<file path="src/design/r2a_pkg.sv">
// Shared types and constants for the radix integer to ASCII converter.
// No dependencies; compile first.
package r2a_pkg;

	// Fixed field widths
	localparam int VALUE_W = 32;
	localparam int CHAR_W  = 7;
	localparam int RADIX_W = 6;
	localparam int DIGIT_W = 6;

	// Digit stack and count
	localparam int STACK_DEPTH = 32;
	localparam int STACK_AW    = 5;
	localparam int COUNT_W     = 6;

	// Quotient bits retired per cycle by the division step
	localparam int BITS_PER_STEP = 4;

	localparam logic [RADIX_W-1:0] RADIX_MIN   = 6'd2;
	localparam logic [RADIX_W-1:0] RADIX_MAX   = 6'd36;
	localparam logic [RADIX_W-1:0] RADIX_RESET = 6'd10;
	localparam logic [DIGIT_W-1:0] DEC_DIGITS  = 6'd10;
	localparam logic [CHAR_W-1:0]  CHAR_ZERO    = 7'h30;
	localparam logic [CHAR_W-1:0]  CHAR_LOWER_A = 7'h61;

	typedef enum logic [1:0] {
		ST_IDLE,
		ST_BAD,
		ST_DIV,
		ST_EMIT
	} r2a_state_t;

	// Digit value 0..35 to its ASCII character
	function automatic logic [CHAR_W-1:0] digit_to_char(input logic [DIGIT_W-1:0] d);
		logic [CHAR_W-1:0] c;
		if (d < DEC_DIGITS) begin
			c = CHAR_ZERO + {1'b0, d};
		end else begin
			c = CHAR_LOWER_A + {1'b0, d - DEC_DIGITS};
		end
		return c;
	endfunction

endpackage

</file>
<file path="src/design/r2a_if.sv">
// Valid/ready channel interfaces for the converter: input number and output character.
// Depends on r2a_pkg.
interface r2a_value_if import r2a_pkg::*; ();
	logic               valid;
	logic               ready;
	logic [VALUE_W-1:0] value;

	modport source (output valid, output value, input ready);
	modport sink   (input valid, input value, output ready);
endinterface

interface r2a_char_if import r2a_pkg::*; ();
	logic              valid;
	logic              ready;
	logic [CHAR_W-1:0] digit_char;
	logic              last;
	logic              bad_radix;

	modport source (output valid, output digit_char, output last, output bad_radix, input ready);
	modport sink   (input valid, input digit_char, input last, input bad_radix, output ready);
endinterface

</file>
<file path="src/design/radix_integer_to_ascii.sv">
// Radix integer to ASCII converter: top level, FSM, division step and digit stack.
// Depends on r2a_pkg and the interfaces in r2a_if.sv.
//
// Usage:
//   din  carries one unsigned number per word; dout carries one ASCII character
//   per word, most significant digit first, with last on the final character.
//   cfg_we/cfg_wdata write the radix register (2..36, reset 10); write it only
//   while the block is idle. A radix outside 2..36 gives one word with
//   digit_char 0, last 1 and bad_radix 1.
// Timing:
//   The shared division step retires 4 quotient bits a cycle; the digits of a
//   number are all divided out first, least significant first, then popped one
//   character per cycle, most significant first, while the receiver is ready.
//   din.ready is high only while idle; one number is converted at a time.
// Reset and stall:
//   arst_n clears the sequencer, the output valid and the radix (to 10).
//   A stalled receiver holds the output register; popping waits for it. The
//   next number is taken as soon as the last character sits in the register.
module radix_integer_to_ascii import r2a_pkg::*; #(
	parameter int VALUE_BITS = 32
) (
	input  logic               clk,
	input  logic               arst_n,
	r2a_value_if.sink          din,
	r2a_char_if.source         dout,
	input  logic               cfg_we,
	input  logic [RADIX_W-1:0] cfg_wdata
);

	// Quotient width, padded to a whole number of division steps
	localparam int QW    = (VALUE_BITS < VALUE_W) ? VALUE_BITS : VALUE_W;
	localparam int QP    = ((QW + BITS_PER_STEP - 1) / BITS_PER_STEP) * BITS_PER_STEP;
	localparam int STEPS = QP / BITS_PER_STEP;
	localparam int SW    = (STEPS > 1) ? $clog2(STEPS) : 1;

	r2a_state_t state_q, state_n;

	logic [RADIX_W-1:0]  radix_q;
	logic [QP-1:0]       quot_q, quot_n;
	logic [DIGIT_W-1:0]  rem_q, rem_n;
	logic [SW-1:0]       step_q;
	logic [COUNT_W-1:0]  count_q;
	logic [DIGIT_W-1:0]  stack_q [STACK_DEPTH];

	logic                out_valid_q;
	logic [CHAR_W-1:0]   out_char_q;
	logic                out_last_q;
	logic                out_bad_q;

	logic                radix_ok;
	logic                accept;
	logic                out_free;
	logic                last_step;
	logic                push;
	logic                out_load;
	logic [STACK_AW-1:0] pop_idx;
	logic [DIGIT_W-1:0]  pop_digit;

	assign radix_ok  = (radix_q >= RADIX_MIN) && (radix_q <= RADIX_MAX);
	assign accept    = din.valid && din.ready;
	assign out_free  = !out_valid_q || dout.ready;
	assign last_step = (step_q == SW'(STEPS - 1));
	assign pop_idx   = STACK_AW'(count_q - COUNT_W'(1));
	assign pop_digit = stack_q[pop_idx];

	// Radix register
	always_ff @(posedge clk or negedge arst_n) begin
		if (!arst_n) begin
			radix_q <= RADIX_RESET;
		end else if (cfg_we) begin
			radix_q <= cfg_wdata;
		end
	end

	// Shared division step: four restoring steps on the narrow remainder
	always_comb begin
		logic [DIGIT_W:0] t;
		quot_n = quot_q;
		rem_n  = rem_q;
		t      = '0;
		for (int i = 0; i < BITS_PER_STEP; i++) begin
			t      = {rem_n, quot_n[QP-1]};
			quot_n = {quot_n[QP-2:0], 1'b0};
			if (t >= {1'b0, radix_q}) begin
				t         = t - {1'b0, radix_q};
				quot_n[0] = 1'b1;
			end
			rem_n = t[DIGIT_W-1:0];
		end
	end

	// Next state
	always_comb begin
		state_n = state_q;
		unique case (state_q)
			ST_IDLE: begin
				if (din.valid) begin
					state_n = radix_ok ? ST_DIV : ST_BAD;
				end
			end
			ST_BAD: begin
				if (out_free) begin
					state_n = ST_IDLE;
				end
			end
			ST_DIV: begin
				if (last_step && ((quot_n == '0) || (count_q == COUNT_W'(STACK_DEPTH - 1)))) begin
					state_n = ST_EMIT;
				end
			end
			ST_EMIT: begin
				if (out_free && (count_q == COUNT_W'(1))) begin
					state_n = ST_IDLE;
				end
			end
			default: state_n = ST_IDLE;
		endcase
	end

	// FSM outputs
	always_comb begin
		din.ready = 1'b0;
		push      = 1'b0;
		out_load  = 1'b0;
		unique case (state_q)
			ST_IDLE: din.ready = 1'b1;
			ST_BAD:  out_load  = out_free;
			ST_DIV:  push      = last_step;
			ST_EMIT: out_load  = out_free;
			default: din.ready = 1'b0;
		endcase
	end

	always_ff @(posedge clk or negedge arst_n) begin
		if (!arst_n) begin
			state_q <= ST_IDLE;
		end else begin
			state_q <= state_n;
		end
	end

	// Quotient, remainder, step and digit count
	always_ff @(posedge clk or negedge arst_n) begin
		if (!arst_n) begin
			quot_q  <= '0;
			rem_q   <= '0;
			step_q  <= '0;
			count_q <= '0;
		end else if (accept) begin
			quot_q  <= QP'(din.value[QW-1:0]);
			rem_q   <= '0;
			step_q  <= '0;
			count_q <= '0;
		end else if (state_q == ST_DIV) begin
			quot_q <= quot_n;
			if (push) begin
				rem_q   <= '0;
				step_q  <= '0;
				count_q <= count_q + COUNT_W'(1);
			end else begin
				rem_q  <= rem_n;
				step_q <= step_q + SW'(1);
			end
		end else if (out_load && (state_q == ST_EMIT)) begin
			count_q <= count_q - COUNT_W'(1);
		end
	end

	// Digit stack, written before it is read
	always_ff @(posedge clk) begin
		if (push) begin
			stack_q[count_q[STACK_AW-1:0]] <= rem_n;
		end
	end

	// Output register
	always_ff @(posedge clk or negedge arst_n) begin
		if (!arst_n) begin
			out_valid_q <= 1'b0;
		end else if (out_load) begin
			out_valid_q <= 1'b1;
		end else if (dout.ready) begin
			out_valid_q <= 1'b0;
		end
	end

	always_ff @(posedge clk) begin
		if (out_load) begin
			if (state_q == ST_BAD) begin
				out_char_q <= '0;
				out_last_q <= 1'b1;
				out_bad_q  <= 1'b1;
			end else begin
				out_char_q <= digit_to_char(pop_digit);
				out_last_q <= (count_q == COUNT_W'(1));
				out_bad_q  <= 1'b0;
			end
		end
	end

	assign dout.valid      = out_valid_q;
	assign dout.digit_char = out_char_q;
	assign dout.last       = out_last_q;
	assign dout.bad_radix  = out_bad_q;

	// Checks
	a_count_range: assert property (@(posedge clk) disable iff (!arst_n)
		count_q <= COUNT_W'(STACK_DEPTH))
		else $error("digit count beyond stack depth");

	a_emit_nonempty: assert property (@(posedge clk) disable iff (!arst_n)
		(state_q == ST_EMIT) |-> (count_q != '0))
		else $error("popping an empty digit stack");

	a_good_start: assert property (@(posedge clk) disable iff (!arst_n)
		(accept && radix_ok) |=> (state_q == ST_DIV))
		else $error("valid radix did not start division");

	a_bad_word: assert property (@(posedge clk) disable iff (!arst_n)
		(dout.valid && dout.bad_radix) |-> (dout.last && (dout.digit_char == '0)))
		else $error("bad radix word malformed");

endmodule
</file>
<file path="src/flat_wrapper.sv">
// flat-port wrapper written by rule: the top's interface ports become plain ports
module radix_integer_to_ascii_flat import r2a_pkg::*;
#(
	parameter int VALUE_BITS = 32
)
  (clk, arst_n, cfg_we, cfg_wdata, din_valid, din_value, din_ready, dout_valid, dout_digit_char, dout_last, dout_bad_radix, dout_ready);
  r2a_value_if din_i ();
  r2a_char_if dout_i ();
  input  logic clk;
  input  logic arst_n;
  input  logic cfg_we;
  input  logic [RADIX_W-1:0] cfg_wdata;
  input wire logic [$bits(din_i.valid)-1:0] din_valid;
  input wire logic [$bits(din_i.value)-1:0] din_value;
  output wire logic [$bits(din_i.ready)-1:0] din_ready;
  output wire logic [$bits(dout_i.valid)-1:0] dout_valid;
  output wire logic [$bits(dout_i.digit_char)-1:0] dout_digit_char;
  output wire logic [$bits(dout_i.last)-1:0] dout_last;
  output wire logic [$bits(dout_i.bad_radix)-1:0] dout_bad_radix;
  input wire logic [$bits(dout_i.ready)-1:0] dout_ready;
  assign din_i.valid = din_valid;
  assign din_i.value = din_value;
  assign din_ready = din_i.ready;
  assign dout_valid = dout_i.valid;
  assign dout_digit_char = dout_i.digit_char;
  assign dout_last = dout_i.last;
  assign dout_bad_radix = dout_i.bad_radix;
  assign dout_i.ready = dout_ready;
  radix_integer_to_ascii #(.VALUE_BITS(VALUE_BITS)) u_core (.clk(clk), .arst_n(arst_n), .din(din_i), .dout(dout_i), .cfg_we(cfg_we), .cfg_wdata(cfg_wdata));
endmodule
</file>
<file path="config.mk">
export PLATFORM = sky130hd
export DESIGN_NAME = radix_integer_to_ascii_flat
export DESIGN_NICKNAME = d
export VERILOG_FILES = /design/src/design/r2a_pkg.sv /design/src/design/r2a_if.sv /design/src/design/radix_integer_to_ascii.sv /design/src/flat_wrapper.sv
export SDC_FILE = /design/constraint.sdc
export NUM_CORES = 1
export LEC_CHECK = 0
export ABC_CLOCK_PERIOD_IN_PS = 7600
export BUFFER_PORTS_ARGS = -buffer_cell sky130_fd_sc_hd__buf_2
export CORE_ASPECT_RATIO = 1.75
export CORE_UTILIZATION = 34
export CTS_CLUSTER_DIAMETER = 30
export CTS_CLUSTER_SIZE = 24
export DETAILED_ROUTE_END_ITERATION = 8
export GPL_TIMING_DRIVEN = 1
export PLACE_DENSITY = 0.62
export SYNTH_ARGS = -nofsm -noshare
export SYNTH_HDL_FRONTEND = slang
export SYNTH_SLANG_ARGS = --single-unit
</file>
<file path="constraint.sdc">
create_clock -name clk -period 7.6 [get_ports clk]
set_clock_uncertainty 0.1 [all_clocks]
set_input_delay 0.38 -clock clk [delete_from_list [all_inputs] [get_ports clk]]
set_output_delay 0.38 -clock clk [all_outputs]
set_load 0.1 [all_outputs]
</file>
==> qor.txt, run 1 <==
GRT Util Overall: 16.15%
Max frequency: 137.9 MHz
Clock buffer depth: 3
Nets@finish: 1001
Post-Route WL: 28310 um
Inst Count DP: 1341
Initial DRC Count: 415
Routability cong.: 0.8936
Final Max Slew Viols: 0
Die Y: 251.8 um
Diode count: 0
Slowest cell on the critical path: mux2_1
Final HPWL DP: 19900 um
Net Count, Synth: 896
Max-cap viol count: 0
CP most frequent cell: ha_1
Area grow syn2layout: 20.09%
Filler cells: 3195
Place WS: 0.06661 ns
Nature of the critical path endpoint: flop
WS Path Type: reg -> reg
Post-synth EDFFs: 201
Arr. time, crit path: 7.45 ns
Drt wl/cell: 20.07 um
Yosys reg bits: 257
Final-report hold violation count: 0
Drt first pass iters: 5
Setup violations, final: 0
TritonCTS clock tree: built
Largest net degree at the start of global routing: 57
Ratio of cells with drive above 1 in the final layout: 26.88%
PortBufs: 53
Clock Sinks: 257
Initial antenna violation count: 0
Worst relative slew slack: 26.23%
First-pass GRT wire length: 44220 um
Status: finished clean
Via count: 7416
Ys Warns: 0
Worst EP required: 7.80 ns
CTS root buf: clkbuf_16
Final cell count without fillers: 1410
CP Launch Type: flop
IO Pins: 54
Cell Rows: 91
Mapped Area: 0.01213 mm^2
Die ar.: 0.03645 mm^2
DRT antenna net count: 0
Clock Latency Late Sink: 0.57 ns
Clock slew at reported path FFs: 0.07 ns
H-Tree Depth: 1
Syn avg cell area: 14.88 um^2
Initial Util: 34.47%
CTS Buf Count: 31
Share of flip-flops with an asynchronous set or reset: 21.79%
Routed vias/inst: 5.260
Worst Hold Class: in -> reg
WHS: 0.02050 ns
Synth unique cells: 67
Cells after synthesis: 815
CP peak stage delay: 0.42 ns
Tmin final: 7.251 ns
Final worst slack: 0.3487 ns
Vias in the first global route: 7908
Final Cycle Share: 95.41%
Core area: 0.03518 mm^2
Seq/Total Area, Yosys: 61.35%
Drt drc: 0
Synth Flop Type: edfxtp_1
Slew @ Worst Pin: 1.104 ns
Die Width: 144.8 um
Grt ovf: 0
Final Util: 41.39%
Crit path max fanout: 32
-- logic make-up (layout without fill, tap and decap cells) --
group | count (synthesis) | after routing | share of synthesized area [%]
AO/OA/AOI/OAI | 191 | 191 | 10.10
XOR/XNOR | 26 | 26 | 1.940
adder cells (fa/ha/maj) | 38 | 38 | 4.168
buffers and inverters | 69 | 199 | 2.703
flip-flops | 257 | 257 | 61.35
multiplexers | 90 | 90 | 13.95
AND/OR/NAND/NOR | 144 | 144 | 5.788
-- layout make-up --
cell class                      count  area [um^2]  area share (%)
Clock inverter                     25        361.6           2.483
Clock buffer                       33        793.3           5.447
Multi-Input combinational cell    489         4428           30.41
Tap cell                          465        581.8           3.995
Sequential cell                   257         7443           51.11
Timing Repair Buffer              112        845.8           5.808
Inverter                           29        108.9          0.7475
-- repair_timing --
action	CTS	global route
buffers inserted	0	1
endpoints found under the hold margin	62	0
hold buffers	10	0
resized for setup	0	14
endpoints found under the setup margin	0	200
-- critical path, delay by kind of cell (launching register included) --
family | cells | cell delay [ns]
fa+ha+maj | 4 | 1.18
flops | 1 | 0.34
simple gates | 6 | 0.97
compound gates | 12 | 2.36
buf+inv | 5 | 0.64
mux | 4 | 1.40
-- state kept, by name, indices dropped and copies added, names as in the netlist --
signal	cells
u_core.stack_q	192
u_core.quot_q	32
u_core.dout.digit_char	7
u_core.count_q	6
u_core.radix_q	6
u_core.rem_q	6
u_core.step_q	3
u_core.state_q	2
u_core.dout.bad_radix	1
u_core.dout.last	1
u_core.dout.valid	1
-- Yosys cell counts (3+ instances only) --
library cell    n  area [um^2]
a211oi_1        4        30.03
a21o_1          8        60.06
a21oi_1        50        250.2
a22o_1         11        96.34
a22oi_1         4        30.03
a31oi_1         6        37.54
buf_2           8        40.04
buf_6           3        33.78
clkbuf_1       24        90.09
dfrtp_1        54         1351
edfxtp_1      201         6036
fa_1            4        80.08
ha_1           34        425.4
inv_1          26        97.59
mux2_1          5        56.30
mux2_2         11        123.9
mux2i_1        13        130.1
mux4_1          4        105.1
mux4_2         54         1216
nand2_1        25        93.84
nand2b_1        4        25.02
nand3_1        13        65.06
nand3b_1        4        30.03
nand4_1         5        31.28
nor2_1         55        206.5
nor2b_1         7        43.79
nor3_1          6        30.03
nor3b_1         3        22.52
nor4_1         10        62.56
o211ai_1        3        22.52
o21a_1          3        22.52
o21ai_0        24        120.1
o21ai_1         5        25.02
o22a_1          4        35.03
o22ai_1        53        331.6
or3_1           4        25.02
xnor2_1        13        113.9
xor2_1         12        105.1
-- per-stage QoR --
stage	TNS [ns]	area [um^2]
finish	0	14560
global route	-0.06821	14560
CTS	0	14520
detailed placement	0	13270
global placement	0	13270
floorplan	-0.1327	12150
-- metal layers --
metal  GRT usage (%)  part of all wire [%]  vias up
met4           7.579                   4.0        0
li1                -                     -     3446
met3           1.841                   3.4       59
met1           17.74                    37     3717
met5               0                     0        -
met2           30.23                    55      194
-- cell usage in the layout (no fill, tap or decap), types with 5 or more instances in the layout --
cell type,instances
xor2_1,12
mux4_2,54
buf_2,53
nor2_1,55
nor3_1,6
buf_12,9
a21oi_1,48
inv_6,6
o21ai_1,6
inv_8,5
o21ai_0,21
nand3_1,13
inv_1,26
bufinv_16,5
dfrtp_1,53
a21o_1,8
nor2b_1,7
xnor2_1,12
a31oi_1,6
mux2_2,12
nand4_1,5
edfxtp_1,201
mux2i_1,11
clkbuf_16,31
buf_4,40
ha_1,33
nand2_1,25
a22o_1,11
nor4_1,10
clkinv_8,5
dlygate4sd3_1,10
o22ai_1,53
-- final timing paths --
path	startpoint	end	slack (ns)	cells past startpoint
max in group asynchronous	arst_n	u_core.count_q[0]	6.48	3
setup reg to reg	u_core.quot_q[31]	u_core.stack_q[27][4]	0.35	31
hold / removal	din_value[12]	u_core.quot_q[12]	0.02	3
hold reg to reg	u_core.quot_q[30]	u_core.quot_q[30]	0.38	2
setup / recovery	u_core.quot_q[31]	u_core.stack_q[27][4]	0.35	31
min in group asynchronous	arst_n	u_core.count_q[0]	0.38	3
Power of run 1 is not shown: default switching activity piles up to over one toggle a cycle in this logic, so the estimate is an artifact.
==> run 2, diff against run 1 <==
--- a/config.mk
+++ b/config.mk
@@ -14,6 +14,7 @@
 export DETAILED_ROUTE_END_ITERATION = 8
 export GPL_TIMING_DRIVEN = 1
 export PLACE_DENSITY = 0.62
+export RECOVER_POWER = 50
 export SYNTH_ARGS = -nofsm -noshare
 export SYNTH_HDL_FRONTEND = slang
 export SYNTH_SLANG_ARGS = --single-unit
==> run 2 against run 1 <==
Compared with the run above: the run now ends with max-capacitance violations, max-slew violations left; clock-buffer cell count did not move; cell count did not move; design area fell by 0.32%.
==> qor.txt, run 2 (same netlist as run 1, synthesis figures left out) <==
Clock buffer depth: 3 (unchanged)
DRT antenna net count: 0 (unchanged)
TritonCTS clock tree: built (unchanged)
Filler cells: 3209 (was 3195)
Worst relative slew slack: -107.4% (was 26.23%)
Worst Hold Class: in -> reg (unchanged)
Clock slew at reported path FFs: 0.07 ns (about the same)
Failing checks: max-capacitance violations, max-slew violations
Drt drc: 0 (unchanged)
Routed vias/inst: 5.286 (was 5.260)
Final Max Slew Viols: 57 (was 0)
Initial antenna violation count: 0 (unchanged)
Routability cong.: 0.8936 (unchanged)
CTS Buf Count: 31 (unchanged)
Crit path max fanout: 32 (unchanged)
Final Cycle Share: 95.54% (was 95.41%)
Core area: 0.03518 mm^2 (unchanged)
Status: finished with violations (was finished clean)
Arr. time, crit path: 7.46 ns (was 7.45 ns)
Setup TNS Final: 0 ns (unchanged)
Hold depth: 3 (unchanged)
Drt wl/cell: 20.09 um (was 20.07 um)
Ratio of cells with drive above 1 in the final layout: 24.66% (was 26.88%)
CP Launch Type: flop (unchanged)
WS Path Type: reg -> reg (unchanged)
Via count: 7453 (was 7416)
PortBufs: 53 (unchanged)
Clock Sinks: 257 (unchanged)
Drt first pass iters: 5 (unchanged)
Die Y: 251.8 um (unchanged)
Clock Latency Late Sink: 0.58 ns (was 0.57 ns)
Worst Reg-to-Reg Cells: 30 (was 31)
Worst EP required: 7.80 ns (about the same)
Commonest non-fill, non-tap cells in the layout: edfxtp_1 (201), nor2_1 (55), mux4_2 (54) (unchanged)
Final-report hold violation count: 0 (unchanged)
Max frequency: 137.7 MHz (was 137.9 MHz)
Grt ovf: 0 (unchanged)
Nets@finish: 1001 (unchanged)
Cell Rows: 91 (unchanged)
Initial Util: 34.47% (unchanged)
Diode count: 0 (unchanged)
Die ar.: 0.03645 mm^2 (unchanged)
Setup violations, final: 0 (unchanged)
Hold path startpoint: din_value[12] (unchanged)
Tmin final: 7.261 ns (was 7.251 ns)
Crit Reg-Reg Endpoint: u_core.stack_q[27][4] (unchanged)
First-pass GRT wire length: 44220 um (unchanged)
H-Tree Depth: 1 (unchanged)
Initial DRC Count: 389 (was 415)
Most common cell after layout, fill and taps aside: edfxtp_1 (unchanged)
Die Width: 144.8 um (unchanged)
Slew @ Worst Pin: 3.111 ns (was 1.104 ns)
Area grow syn2layout: 19.71% (was 20.09%)
Max-cap viol count: 1 (was 0)
CTS root buf: clkbuf_16 (unchanged)
Reg-to-reg startpoint: u_core.quot_q[31] (unchanged)
CP peak stage delay: 0.42 ns (about the same)
IO Pins: 54 (unchanged)
GRT Util Overall: 16.15% (unchanged)
Max reg flops: 192 (unchanged)
Reg2reg setup slack: 0.34 ns (was 0.35 ns)
WHS Endpoint: u_core.quot_q[12] (unchanged)
Post-Route WL: 28330 um (was 28310 um)
CP most frequent cell: ha_1 (unchanged)
Nature of the critical path endpoint: flop (unchanged)
Final HPWL DP: 19900 um (unchanged)
Vias in the first global route: 7908 (unchanged)
Slowest cell on the critical path: mux2_1 (unchanged)
Largest net degree at the start of global routing: 57 (unchanged)
==> run 2: changes by cell type in the layout (fill, tap and decap cells not counted), sizes merged <==
cell / change
buf: -19
clkbuf: +19
==> run 2: how the worst max path moves through the flow <==
stage / startpoint / endpoint / slack, ns / cells past startpoint
final: u_core.quot_q[31] / u_core.stack_q[27][4] / 0.34 / 30
after global routing: u_core.quot_q[31] / u_core.rem_q[0] / -0.009 / 34
after CTS: u_core.quot_q[31] / u_core.stack_q[26][4] / 0.04 / 32
after detailed placement: u_core.quot_q[31] / u_core.stack_q[6][2] / 0.07 / 34
after global placement: u_core.quot_q[31] / u_core.stack_q[6][2] / 0.27 / 32
after floorplan: u_core.radix_q[1] / u_core.rem_q[2] / -0.03 / 34
==> run 2: through the flow <==
stage | std cells | setup slack (ns) | utilization (%) | area (um^2) | hold slack (ns)
finish | 1410 | 0.3389 | 41.26 | 14520 | 0.02230
global route | 1410 | -0.009146 | 41.26 | 14520 | 0.02703
CTS | 1409 | 0.04070 | 41.27 | 14520 | 0.0001401
detailed placement | 1341 | 0.06661 | 37.71 | 13270 | 0.3760
global placement | 1341 | 0.2749 | 37.71 | 13270 | 0.3656
floorplan | 815 | -0.03317 | - | 12150 | -0.01559
==> run 2: cell type report <==
class                           instances  area, um^2  share of cell area, %
Clock buffer                           33       793.3                  5.465
Clock inverter                         25       361.6                  2.491
Inverter                               29       108.9                 0.7499
Multi-Input combinational cell        489        4425                  30.49
Sequential cell                       257        7443                  51.28
Tap cell                              465       581.8                  4.008
Timing Repair Buffer                  112       802.0                  5.525
==> run 2: critical path: cells and delay by family (launching register included) <==
family	cells	cell delay [ns]
buf+inv	4	0.45
simple gates	7	1.10
compound gates	11	2.39
fa+ha+maj	4	1.22
mux	4	1.40
flops	1	0.34
==> run 2: repair_timing <==
item,4_1_cts,5_1_grt
resized for setup,0,14
hold endpoints to repair,62,0
setup endpoints to repair,0,200
hold buffers,10,0
setup buffers,0,1
==> run 2: per-layer routing <==
metal / vias to the layer above / part of all wire (%) / track usage (%)
met3: 59 / 3.6 / 1.841
met4: 0 / 3.9 / 7.579
li1: 3449 / - / -
met1: 3738 / 37 / 17.74
met5: - / 0 / 0
met2: 207 / 56 / 30.23
Power of run 2 is left out for the same reason.
